$ cat src/sv/mesh_xy_route_link_lister_core_defines.svh
// ----------------------------------------------------------------------------
// mesh_xy_route_link_lister_core_defines
// Assertion macros for the XY route link lister. Define ASSERT_OFF to drop
// all checks.
// ----------------------------------------------------------------------------
`ifndef MESH_XY_ROUTE_LINK_LISTER_CORE_DEFINES_SVH
`define MESH_XY_ROUTE_LINK_LISTER_CORE_DEFINES_SVH

`ifndef ASSERT_OFF
// same-cycle implication
`define MXYRL_ASSERT_IMPL(label_, clk_, rst_n_, ante_, cons_, msg_) \
  label_: assert property (@(posedge clk_) disable iff (!rst_n_) \
    (ante_) |-> (cons_)) else $error(msg_);
// next-cycle implication
`define MXYRL_ASSERT_NEXT(label_, clk_, rst_n_, ante_, cons_, msg_) \
  label_: assert property (@(posedge clk_) disable iff (!rst_n_) \
    (ante_) |=> (cons_)) else $error(msg_);
`else
`define MXYRL_ASSERT_IMPL(label_, clk_, rst_n_, ante_, cons_, msg_)
`define MXYRL_ASSERT_NEXT(label_, clk_, rst_n_, ante_, cons_, msg_)
`endif

`endif

$ cat src/sv/mxyrl_pkg.sv
// ----------------------------------------------------------------------------
// mxyrl_pkg
// Shared widths, payload structs, controller/datapath command and status
// types for the XY route link lister.
// ----------------------------------------------------------------------------
package mxyrl_pkg;

  // mesh geometry
  localparam int unsigned MaxSide  = 8;
  localparam int unsigned SideW    = 4;
  localparam int unsigned NodeW    = 7;
  localparam int unsigned TagW     = 12;
  localparam int unsigned LinkW    = 7;
  localparam int unsigned CoordW   = 3;
  localparam int unsigned RemW     = 6;
  localparam int unsigned StepW    = 2;
  localparam int unsigned DivSteps = 3;

  localparam logic [SideW-1:0] SideReset = 4'd4;
  localparam logic [SideW-1:0] SideMin   = 4'd2;
  localparam logic [SideW-1:0] SideMax   = SideW'(MaxSide);
  localparam logic [LinkW-1:0] MaxLink   = 7'd111;

  // input request
  typedef struct packed {
    logic [NodeW-1:0] src_node;
    logic [NodeW-1:0] dst_node;
    logic [TagW-1:0]  path_id;
  } req_t;

  // one result
  typedef struct packed {
    logic [LinkW-1:0] link_index;
    logic [TagW-1:0]  path_tag;
    logic             last_link;
    logic             bad_node;
  } rsp_t;

  // controller -> datapath
  typedef struct packed {
    logic load;
    logic div_step;
    logic setup;
    logic advance;
  } dp_cmd_t;

  // datapath -> controller
  typedef struct packed {
    logic bad;
    logic same;
    logic div_last;
    logic last;
  } dp_status_t;

  typedef enum logic [3:0] {
    StIdle  = 4'b0001,
    StDiv   = 4'b0010,
    StSetup = 4'b0100,
    StEmit  = 4'b1000
  } ctrl_state_e;

endpackage

$ cat src/sv/mxyrl_ctrl.sv
// ----------------------------------------------------------------------------
// mxyrl_ctrl
// Sequencer: accept a request, run the coordinate divider, set up the walk,
// then hand out one link per output handshake; a bad node skips to one result.
// ----------------------------------------------------------------------------
module mxyrl_ctrl (
  input  logic                  clk_i,
  input  logic                  rst_ni,
  input  logic                  in_valid_i,
  output logic                  in_ready_o,
  output logic                  out_valid_o,
  input  logic                  out_ready_i,
  input  mxyrl_pkg::dp_status_t status_i,
  output mxyrl_pkg::dp_cmd_t    cmd_o
);

  mxyrl_pkg::ctrl_state_e state_q, state_d;

  // next state and commands
  always_comb begin
    state_d     = state_q;
    cmd_o       = '0;
    in_ready_o  = 1'b0;
    out_valid_o = 1'b0;
    case (state_q)
      mxyrl_pkg::StIdle: begin
        in_ready_o = 1'b1;
        if (in_valid_i) begin
          cmd_o.load = 1'b1;
          state_d    = mxyrl_pkg::StDiv;
        end
      end
      mxyrl_pkg::StDiv: begin
        if (status_i.bad) begin
          state_d = mxyrl_pkg::StEmit;
        end else if (status_i.same) begin
          state_d = mxyrl_pkg::StIdle;
        end else begin
          cmd_o.div_step = 1'b1;
          if (status_i.div_last) begin
            state_d = mxyrl_pkg::StSetup;
          end
        end
      end
      mxyrl_pkg::StSetup: begin
        cmd_o.setup = 1'b1;
        state_d     = mxyrl_pkg::StEmit;
      end
      mxyrl_pkg::StEmit: begin
        out_valid_o = 1'b1;
        if (out_ready_i) begin
          if (status_i.last) begin
            state_d = mxyrl_pkg::StIdle;
          end else begin
            cmd_o.advance = 1'b1;
          end
        end
      end
      default: begin
        state_d = mxyrl_pkg::StIdle;
      end
    endcase
  end

  always_ff @(posedge clk_i or negedge rst_ni) begin
    if (!rst_ni) begin
      state_q <= mxyrl_pkg::StIdle;
    end else begin
      state_q <= state_d;
    end
  end

endmodule

$ cat src/sv/mxyrl_dpath.sv
// ----------------------------------------------------------------------------
// mxyrl_dpath
// Datapath: side register, node range check, shared radix-2 divider for the
// row/column split of both nodes, link base products and the walk counter.
// ----------------------------------------------------------------------------
module mxyrl_dpath (
  input  logic                                clk_i,
  input  logic                                rst_ni,
  input  logic                                cfg_we_i,
  input  logic [mxyrl_pkg::SideW-1:0]         cfg_data_i,
  input  mxyrl_pkg::req_t                     req_i,
  input  mxyrl_pkg::dp_cmd_t                  cmd_i,
  output mxyrl_pkg::dp_status_t               status_o,
  output mxyrl_pkg::rsp_t                     rsp_o
);

  localparam int unsigned SideW  = mxyrl_pkg::SideW;
  localparam int unsigned CoordW = mxyrl_pkg::CoordW;
  localparam int unsigned RemW   = mxyrl_pkg::RemW;
  localparam int unsigned LinkW  = mxyrl_pkg::LinkW;
  localparam int unsigned NodeW  = mxyrl_pkg::NodeW;
  localparam int unsigned StepW  = mxyrl_pkg::StepW;

  logic [SideW-1:0]   side_q;
  logic [SideW-1:0]   side_eff;
  logic [2*SideW-1:0] side_sq;
  logic [CoordW-1:0]  km1;

  logic               bad_q, same_q;
  logic [mxyrl_pkg::TagW-1:0] tag_q;
  logic [StepW-1:0]   step_q;
  logic [RemW-1:0]    srem_q, drem_q;
  logic [CoordW-1:0]  squo_q, dquo_q;

  logic [CoordW-1:0]  pos_q, hend_q, vlo_q, vend_q;
  logic               vert_q, vempty_q;
  logic [LinkW-1:0]   hbase_q, vbase_q;

  logic               bad_in;
  logic [NodeW-1:0]   src_m1, dst_m1;
  logic [RemW-1:0]    trial;
  logic               s_ge, d_ge;

  logic [CoordW-1:0]      sr, sc, dr, dc, hlo, hhi, vlo, vhi;
  logic [2*CoordW-1:0]    hprod;
  logic [SideW-1:0]       vcol;
  logic [SideW+CoordW-1:0] vprod;

  logic [CoordW-1:0]  pos_nxt;
  logic               h_done, v_done;

  // mesh side register, clamped to the legal range
  always_ff @(posedge clk_i or negedge rst_ni) begin
    if (!rst_ni) begin
      side_q <= mxyrl_pkg::SideReset;
    end else if (cfg_we_i) begin
      side_q <= cfg_data_i;
    end
  end

  always_comb begin
    if (side_q < mxyrl_pkg::SideMin) begin
      side_eff = mxyrl_pkg::SideMin;
    end else if (side_q > mxyrl_pkg::SideMax) begin
      side_eff = mxyrl_pkg::SideMax;
    end else begin
      side_eff = side_q;
    end
  end

  assign side_sq = {{SideW{1'b0}}, side_eff} * {{SideW{1'b0}}, side_eff};
  assign km1     = CoordW'(side_eff - SideW'(1));

  // node range check on the incoming request
  assign bad_in = (req_i.src_node == '0) || ({1'b0, req_i.src_node} > side_sq) ||
                  (req_i.dst_node == '0) || ({1'b0, req_i.dst_node} > side_sq);
  assign src_m1 = req_i.src_node - NodeW'(1);
  assign dst_m1 = req_i.dst_node - NodeW'(1);

  // one quotient bit per step for both nodes
  assign trial = {{(RemW-SideW){1'b0}}, side_eff} << step_q;
  assign s_ge  = (srem_q >= trial);
  assign d_ge  = (drem_q >= trial);

  always_ff @(posedge clk_i or negedge rst_ni) begin
    if (!rst_ni) begin
      bad_q  <= 1'b0;
      same_q <= 1'b0;
      step_q <= '0;
    end else if (cmd_i.load) begin
      bad_q  <= bad_in;
      same_q <= (req_i.src_node == req_i.dst_node);
      step_q <= StepW'(mxyrl_pkg::DivSteps - 1);
    end else if (cmd_i.div_step) begin
      step_q <= step_q - StepW'(1);
    end
  end

  always_ff @(posedge clk_i) begin
    if (cmd_i.load) begin
      tag_q  <= req_i.path_id;
      srem_q <= src_m1[RemW-1:0];
      drem_q <= dst_m1[RemW-1:0];
      squo_q <= '0;
      dquo_q <= '0;
    end else if (cmd_i.div_step) begin
      srem_q <= s_ge ? (srem_q - trial) : srem_q;
      drem_q <= d_ge ? (drem_q - trial) : drem_q;
      squo_q <= {squo_q[CoordW-2:0], s_ge};
      dquo_q <= {dquo_q[CoordW-2:0], d_ge};
    end
  end

  // route setup: leg bounds and link bases
  assign sr = squo_q;
  assign sc = srem_q[CoordW-1:0];
  assign dr = dquo_q;
  assign dc = drem_q[CoordW-1:0];
  assign hlo = (sc < dc) ? sc : dc;
  assign hhi = (sc < dc) ? dc : sc;
  assign vlo = (sr < dr) ? sr : dr;
  assign vhi = (sr < dr) ? dr : sr;

  assign hprod = {{CoordW{1'b0}}, sr} * {{CoordW{1'b0}}, km1};
  assign vcol  = {1'b0, dc} + side_eff;
  assign vprod = {{CoordW{1'b0}}, vcol} * {{SideW{1'b0}}, km1};

  // walk position
  assign pos_nxt = pos_q + CoordW'(1);
  assign h_done  = (pos_nxt == hend_q);
  assign v_done  = (pos_nxt == vend_q);

  always_ff @(posedge clk_i or negedge rst_ni) begin
    if (!rst_ni) begin
      vert_q <= 1'b0;
    end else if (cmd_i.setup) begin
      vert_q <= (hlo == hhi);
    end else if (cmd_i.advance && !vert_q && h_done) begin
      vert_q <= 1'b1;
    end
  end

  always_ff @(posedge clk_i) begin
    if (cmd_i.setup) begin
      hbase_q  <= LinkW'(hprod);
      vbase_q  <= LinkW'(vprod);
      hend_q   <= hhi;
      vlo_q    <= vlo;
      vend_q   <= vhi;
      vempty_q <= (vlo == vhi);
      pos_q    <= (hlo != hhi) ? hlo : vlo;
    end else if (cmd_i.advance) begin
      if (!vert_q && h_done) begin
        pos_q <= vlo_q;
      end else begin
        pos_q <= pos_nxt;
      end
    end
  end

  // status back to the sequencer
  assign status_o.bad      = bad_q;
  assign status_o.same     = same_q;
  assign status_o.div_last = (step_q == '0);
  assign status_o.last     = bad_q || (vert_q ? v_done : (h_done && vempty_q));

  // current result
  always_comb begin
    if (bad_q) begin
      rsp_o.link_index = '0;
    end else if (vert_q) begin
      rsp_o.link_index = vbase_q + {{(LinkW-CoordW){1'b0}}, pos_q};
    end else begin
      rsp_o.link_index = hbase_q + {{(LinkW-CoordW){1'b0}}, pos_q};
    end
    rsp_o.path_tag  = tag_q;
    rsp_o.last_link = status_o.last;
    rsp_o.bad_node  = bad_q;
  end

endmodule

$ cat src/sv/mesh_xy_route_link_lister_core.sv
// ----------------------------------------------------------------------------
// mesh_xy_route_link_lister_core
// Lists the links of the XY route between two nodes of a square mesh.
// ----------------------------------------------------------------------------
// Start: the first link is valid after the 3 divider steps and the setup
//   step; a bad node result skips both.
// Flow: one request at a time; the 3-step shared divider sets the startup.
// Equal nodes give no result unless a node is out of range.
// Reset (async, active low) returns to idle with mesh side 4.
`include "mesh_xy_route_link_lister_core_defines.svh"

module mesh_xy_route_link_lister_core (
  input  logic                          clk_i,
  input  logic                          rst_ni,
  input  logic                          in_valid_i,
  output logic                          in_ready_o,
  input  mxyrl_pkg::req_t               in_data_i,
  output logic                          out_valid_o,
  input  logic                          out_ready_i,
  output mxyrl_pkg::rsp_t               out_data_o,
  input  logic                          cfg_valid_i,
  output logic                          cfg_ready_o,
  input  logic [mxyrl_pkg::SideW-1:0]   cfg_data_i
);

  mxyrl_pkg::dp_cmd_t    cmd;
  mxyrl_pkg::dp_status_t status;

  logic                  out_bad;
  logic                  out_last;
  logic                  link_ok;

  // config writes always land
  assign cfg_ready_o = 1'b1;

  mxyrl_ctrl u_ctrl (
    .clk_i       (clk_i),
    .rst_ni      (rst_ni),
    .in_valid_i  (in_valid_i),
    .in_ready_o  (in_ready_o),
    .out_valid_o (out_valid_o),
    .out_ready_i (out_ready_i),
    .status_i    (status),
    .cmd_o       (cmd)
  );

  mxyrl_dpath u_dpath (
    .clk_i      (clk_i),
    .rst_ni     (rst_ni),
    .cfg_we_i   (cfg_valid_i),
    .cfg_data_i (cfg_data_i),
    .req_i      (in_data_i),
    .cmd_i      (cmd),
    .status_o   (status),
    .rsp_o      (out_data_o)
  );

  // check terms
  assign out_bad  = out_valid_o && out_data_o.bad_node;
  assign out_last = out_valid_o && out_ready_i && out_data_o.last_link;
  assign link_ok  = (out_data_o.link_index <= mxyrl_pkg::MaxLink);

  // checks
  `MXYRL_ASSERT_IMPL(a_bad_is_single, clk_i, rst_ni, out_bad, out_data_o.last_link, "bad not last")
  `MXYRL_ASSERT_IMPL(a_one_at_a_time, clk_i, rst_ni, in_ready_o, !out_valid_o, "busy overlap")
  `MXYRL_ASSERT_NEXT(a_last_to_idle, clk_i, rst_ni, out_last, in_ready_o, "no idle after last")
  `MXYRL_ASSERT_IMPL(a_link_range, clk_i, rst_ni, out_valid_o, link_ok, "link out of range")

endmodule
$ cat config.mk
export PLATFORM = sky130hd
export DESIGN_NAME = mesh_xy_route_link_lister_core
export DESIGN_NICKNAME = d
export VERILOG_FILES = /design/src/sv/mxyrl_pkg.sv /design/src/sv/mxyrl_ctrl.sv /design/src/sv/mxyrl_dpath.sv /design/src/sv/mesh_xy_route_link_lister_core.sv
export VERILOG_INCLUDE_DIRS = /design/src /design/src/sv
export SDC_FILE = /design/constraint.sdc
export NUM_CORES = 1
export LEC_CHECK = 0
export ABC_CLOCK_PERIOD_IN_PS = 4600
export BUFFER_PORTS_ARGS = -buffer_cell sky130_fd_sc_hd__buf_4
export CORE_MARGIN = 3
export CORE_UTILIZATION = 40
export DETAILED_ROUTE_END_ITERATION = 8
export GPL_TIMING_DRIVEN = 0
export PLACE_DENSITY = 0.57
export SYNTH_ARGS = -nofsm -noshare
export SYNTH_HDL_FRONTEND = slang
export SYNTH_SLANG_ARGS = --single-unit
$ cat constraint.sdc
create_clock -name clk_i -period 4.6 [get_ports clk_i]
set_clock_uncertainty 0.05 [all_clocks]
set_input_delay 0.46 -clock clk_i [delete_from_list [all_inputs] [get_ports clk_i]]
set_output_delay 0.46 -clock clk_i [all_outputs]
set_load 0.05 [all_outputs]
* Word-level counts from Yosys, hierarchy flattened
Index checks and enable logic that the tools add are counted.
Storage, ports and cells: flip-flop bits (word level) 69, output and inout port bits 24
Operators by class: $add $sub $neg 10, multiply operators 3, order comparisons 8, equal/unequal tests 14, shift-type cells 1, multiplexer cells 41, reduce and logical (&&, ||, !) cells 20
Operator list (count):
- $mux W6 | 6
- $mux W4 | 8
- $mux W3 | 8
- $gt A7 B8 Y1 | 2
- $pmux W4 S4 | 1
- $logic_not A7 Y1 | 2
- $mux W1 | 14
- $mux W7 | 2
- $eq A3 B3 Y1 | 4
- $ge A6 B6 Y1 | 2
- $sub A6 B1 Y6 const B | 2
- $sub A6 B6 Y6 | 2
- $reduce_bool A2 Y1 | 5
- $mul A4 B4 Y8 | 1
- $add A6 B3 Y7 | 1
- $add A7 B3 Y7 | 1
- $eq A7 B7 Y1 | 1
- $mul A4 B3 Y7 | 1
- $lt A3 B3 Y1 | 2
- $mul A3 B3 Y6 | 1
- $ne A2 B2 Y1 const B | 3
- $shl A4 B2 Y6 | 1
- $add A3 B4 Y4 | 1
- $eq A4 B1 Y1 const B | 1
- other kinds (17) | 25

* Longest topological paths before layout
depth after elaboration 12, mapped depth 16

* Modules after synthesis
From an unflattened synthesis, not the netlist that was laid out.
Second synthesis, totals: cells, all modules 520, area, all modules 5182.5 sq um
Modules (own cells, without submodules):
- mxyrl_dpath | times used 1, cells each 490, area an instance 4888.4 sq um
- mxyrl_ctrl | times used 1, cells each 28, area an instance 282.8 sq um
- mesh_xy_route_link_lister_core | times used 1, cells each 2, area an instance 11.3 sq um

* Worst setup path after synthesis
No wires, ideal clock.
kind register to register, start point reg u_dpath.side_q[1], end point reg u_dpath.vbase_q[4] (data pin), library setup time 0.258 ns, arrival time 3.120 ns, data required time 4.292 ns, path slack 1.173 ns, cell stages (with the launch flop) 13, period minus slack after synthesis 3.427 ns, cells stage by stage dfrtp_1 > o211ai_1 > inv_2 > ha_1 > inv_1 > fa_1 > nand2b_1 > fa_1 > inv_1 > ha_1 > inv_1 > fa_1 > xnor2_1
On the way: longest elaborated chain between the ends 5
RTL lines:
- start, declared | RTL line mxyrl_dpath.sv:24 | logic [SideW-1:0] side_q;
- start signal, assigned | RTL line mxyrl_dpath.sv:55 | side_q <= mxyrl_pkg::SideReset;
- start signal, assigned | RTL line mxyrl_dpath.sv:57 | side_q <= cfg_data_i;
- $gt A4 B4 Y1 | RTL line mxyrl_dpath.sv:64 | end else if (side_q > mxyrl_pkg::SideMax) begin
- $mux W4 | RTL line mxyrl_dpath.sv:64
- $mux W4 * | RTL line mxyrl_dpath.sv:62 | if (side_q < mxyrl_pkg::SideMin) begin
- $add A3 B4 Y4 or $sub A3 B1 Y3 (tied branches) | RTL line mxyrl_dpath.sv:125, mxyrl_dpath.sv:72
- $mul A4 B3 Y7 * | RTL line mxyrl_dpath.sv:126 | assign vprod = {{CoordW{1'b0}}, vcol} * {{SideW{1'b0}}, km1};
- named net u_dpath.vprod[4] | RTL line mxyrl_dpath.sv:47 | logic [SideW+CoordW-1:0] vprod;
- end signal, assigned | RTL line mxyrl_dpath.sv:146 | vbase_q <= LinkW'(vprod);
- end, declared | RTL line mxyrl_dpath.sv:37 | logic [LinkW-1:0] hbase_q, vbase_q;
Mark *: on every way through the listed nets, which the timed path passes. The rest lies on a longest branch. A chain may end at the register's enable or synchronous reset.

* Worst setup path in the final report
start point reg u_dpath.side_q[1], end point reg u_dpath.vbase_q[6] (data pin)
The elaborated chain is that of the path after synthesis.

==> impl_metrics.yaml <==
logic_synthesis:
  synthTopCellsByArea: "edfxtp_1, ha_1, dfrtp_1"
  ys.flop_type: "edfxtp_1"
  mappedNetlistArea_sq_mm: 0.00512
  syn-num-nets: 622
  post_synth_num_cell_types: 63
  synth_cells: 516
  async_flop_share: 0.188
  synth_edf_count: 50
  syn_area_per_cell_sq_um: 9.92
  yosysWarnings: 0
  ys_seq_elements: 69
  synth_top_area_cell: "edfxtp_1"
  synth_top_area_share: 0.293
  seq_area_frac_synth: 0.381
floorplanning:
  dieArea_sq_mm: 0.0142
  ios: 59
  core_area_sq_mm: 0.0123
  die_w_um: 119
  start_util: 0.418
  dieHeight_um: 119
  rows: 40
setup_path:
  worst-path-buf-inv: 4
  cp_max_fo: 9
  cp_slowest_cell: "o211ai_1"
  r2r-end: "u_dpath.vbase_q[6]"
  slowest_delay_ns: 0.71
  reg2reg_depth: 14
  start_kind: "flop"
  cpLargestDelayFamily: "adder cells"
  crit_required_ns: 4.75
  cp-end-kind: "flop"
  worst-r2r-setup-slack_ns: 0.58
  r2r_start: "u_dpath.side_q[1]"
  critPathArrivalTime_ns: 4.18
  path_cells: "o211ai_1 > inv_2 > ha_1 > inv_1 > fa_1 > nand2b_1 > fa_1 > inv_1 > ha_1 > inv_1 > fa_1 > nor2b_1 > o21ai_0 > nand2b_1"
  criticalPathCategory: "flop to flop"
route:
  route.detailed.wl_per_inst_um: 15.3
  first_iter_violations: 178
  drt_pass1_iterations: 4
  route.detailed.drc: 0
  wl_um: 11600
  via_count: 3825
  viasPerCell: 5.05
  drtAntennaViolNets: 0
cts:
  cts.clk_slew.worst_paths_ns: 0.05
  cts_tree: "yes"
  clock_latency_ns: 0.34
  htreeDepth: 3
  numCtsBuffers: 9
  postCtsSetupBuffers: 0
  cts_resized: 0
  ctsLongestPathBuffers: 2
  clock-root-buffer: "clkbuf_16"
  clock-sinks: 69
power_and_ir_drop:
  peakVddDrop_mv: 0.187
  p_leak_nw: 2.66
  finalPower_mw: 3.63
  power_density_mw_per_mm2: 592
global_route:
  busiest_layer: "met2"
  grt_max_degree: 22
  grt_use_met2: 0.292
  use_met3: 0.0332
  grt_first_pass_wirelength_um: 19100
  grt.overflow.total: 0
  grtUsageTotal: 0.169
  antenna_found_initial: 0
  grt_use_met1: 0.211
  grt_pass1_vias: 3853
final_layout:
  fillers: 1149
  area_growth_pct: 19.6
  diodes: 0
  nNetsFinal: 691
  drive_gt1_frac: 0.168
sta:
  period_share: 0.875
  rsz0062_at_grt: "false"
  relSlewSlack: 0.216
  worst_pin_slew_ns: 1.18
  report.final.slew_viol_count: 0
  hold_viol: 0
  finalSetupTns_ns: 0
  setup_viol: 0
  max_freq_ghz: 0.248
  min_period_ns: 4.02
placed_design:
  io_buffer_count: 56
  dp_hpwl_um: 9180
  gp_congestion: 0.893
hold_path:
  hold_depth: 1
  hp-class: "input port to flop"
  hold_start: "in_data_i[6]"
  min_to: "u_dpath.tag_q[6]"
status:
  status: "completed"
job:
  drv_cap: 0
==> placed cells by master (no fill, tap or decap), types with 11 or more instances in the layout <==
cell type | Yosys | layout
ha_1 | 61 | 61
buf_4 | 2 | 58
edfxtp_1 | 50 | 50
inv_1 | 46 | 46
nor2_1 | 43 | 43
nand2_1 | 36 | 36
a21oi_1 | 33 | 33
xnor2_1 | 23 | 23
o21ai_0 | 18 | 18
xor2_1 | 13 | 13
nor2b_1 | 12 | 12
nor3_1 | 12 | 12
nand2b_1 | 12 | 12
dfrtp_1 | 11 | 11
==> per-stage QoR <==
step	area, sq um	setup slack (ns)	cells	util	hold slack [ns]
after floorplan	5120	1.17	516	-	0.114
after global placement	5750	0.669	740	0.469	0.268
after detailed placement	5770	0.607	741	0.471	0.270
after CTS	6120	0.565	758	0.499	0.240
after global routing	6120	0.320	758	0.499	0.233
final	6120	0.575	758	0.499	0.249
==> Yosys cell counts (3+ instances only) <==
cell,n
and3_1,5
inv_1,46
xnor2_1,23
o21ai_1,10
a21o_1,7
nand4_1,5
nand2b_1,12
xor2_1,13
inv_2,4
clkbuf_1,7
a21oi_1,33
fa_1,10
nor2_1,43
edfxtp_1,50
nand3_1,7
mux2i_1,9
nand2_1,36
dfxtp_1,6
nor3_1,12
mux2_2,10
dfrtp_1,11
or2_1,3
a211oi_1,5
nor4b_1,3
o21ai_0,18
nor2b_1,12
o211ai_1,6
ha_1,61
and2_1,4
==> cells by family (layout without fill, tap and decap cells) <==
family / Yosys count / in the layout / share of synthesized area
flops: 69 / 69 / 0.381
simple gates: 155 / 155 / 0.154
mux: 19 / 19 / 0.0396
xor+xnor: 37 / 37 / 0.0660
compound gates: 100 / 100 / 0.122
buf+inv: 63 / 137 / 0.0481
other cells: 2 / 2 / 0.00147
fa+ha+maj: 71 / 71 / 0.188
==> flip-flops by register name (all words and copies together), names as in the netlist, 2 cells and up <==
| signal | cells |
|---|---|
| u_dpath.tag_q | 12 |
| u_dpath.vbase_q | 7 |
| u_dpath.drem_q | 6 |
| u_dpath.hbase_q | 6 |
| u_dpath.srem_q | 6 |
| u_ctrl.state_q | 4 |
| u_dpath.side_q | 4 |
| u_dpath.dquo_q | 3 |
| u_dpath.hend_q | 3 |
| u_dpath.pos_q | 3 |
| u_dpath.squo_q | 3 |
| u_dpath.vend_q | 3 |
| u_dpath.vlo_q | 3 |
| u_dpath.step_q | 2 |
==> per-layer routing <==
layer	vias up	part of all wire
li1	1965	-
met1	1794	0.47
met2	51	0.49
met3	15	0.026
met4	0	0.017
met5	-	0
==> cell type report <==
class	count	area (sq um)	area share
Clock buffer	10	229	0.0374
Multi-Input combinational cell	384	2930	0.479
Tap cell	168	210	0.0343
Clock inverter	6	111	0.0182
Timing Repair Buffer	58	445	0.0727
Inverter	50	188	0.0306
Sequential cell	69	1950	0.318
Buffer	13	58.8	0.00960
==> worst max-delay path by stage <==
| stage | from | end | slack [ns] | cells after the start |
|---|---|---|---|---|
| 6_report | u_dpath.side_q[1] | u_dpath.vbase_q[6] | 0.58 | 14 |
| 5_1_grt | u_dpath.side_q[1] | u_dpath.vbase_q[6] | 0.32 | 14 |
| 4_1_cts | u_dpath.side_q[1] | u_dpath.vbase_q[6] | 0.56 | 14 |
| 3_5_place_dp | u_dpath.side_q[1] | u_dpath.vbase_q[6] | 0.61 | 14 |
| 3_3_place_gp | u_dpath.side_q[1] | u_dpath.vbase_q[6] | 0.67 | 14 |
| 2_1_floorplan | u_dpath.side_q[1] | u_dpath.vbase_q[4] | 1.17 | 12 |
==> where the power goes <==
part | switching (mW) | internal, mW
combinational | 1.13 | 0.710
clock | 0.261 | 0.529
sequential | 0.103 | 0.894
==> worst register-to-register path, delay by kind of cell, from the launching register on <==
family / cells / cell delay (ns)
buffers and inverters: 4 / 0.48
and+or+nand+nor: 3 / 0.39
DFF: 1 / 0.44
AOI/OAI and AO/OA: 2 / 0.79
adders and majority gates: 5 / 1.75
==> what timing repair did <==
action,in CTS,in global routing
hold endpoints to repair,11,0
hold buffers,1,0
endpoints found under the setup margin,0,0
No activity file was read; power rests on OpenSTA's default activity.
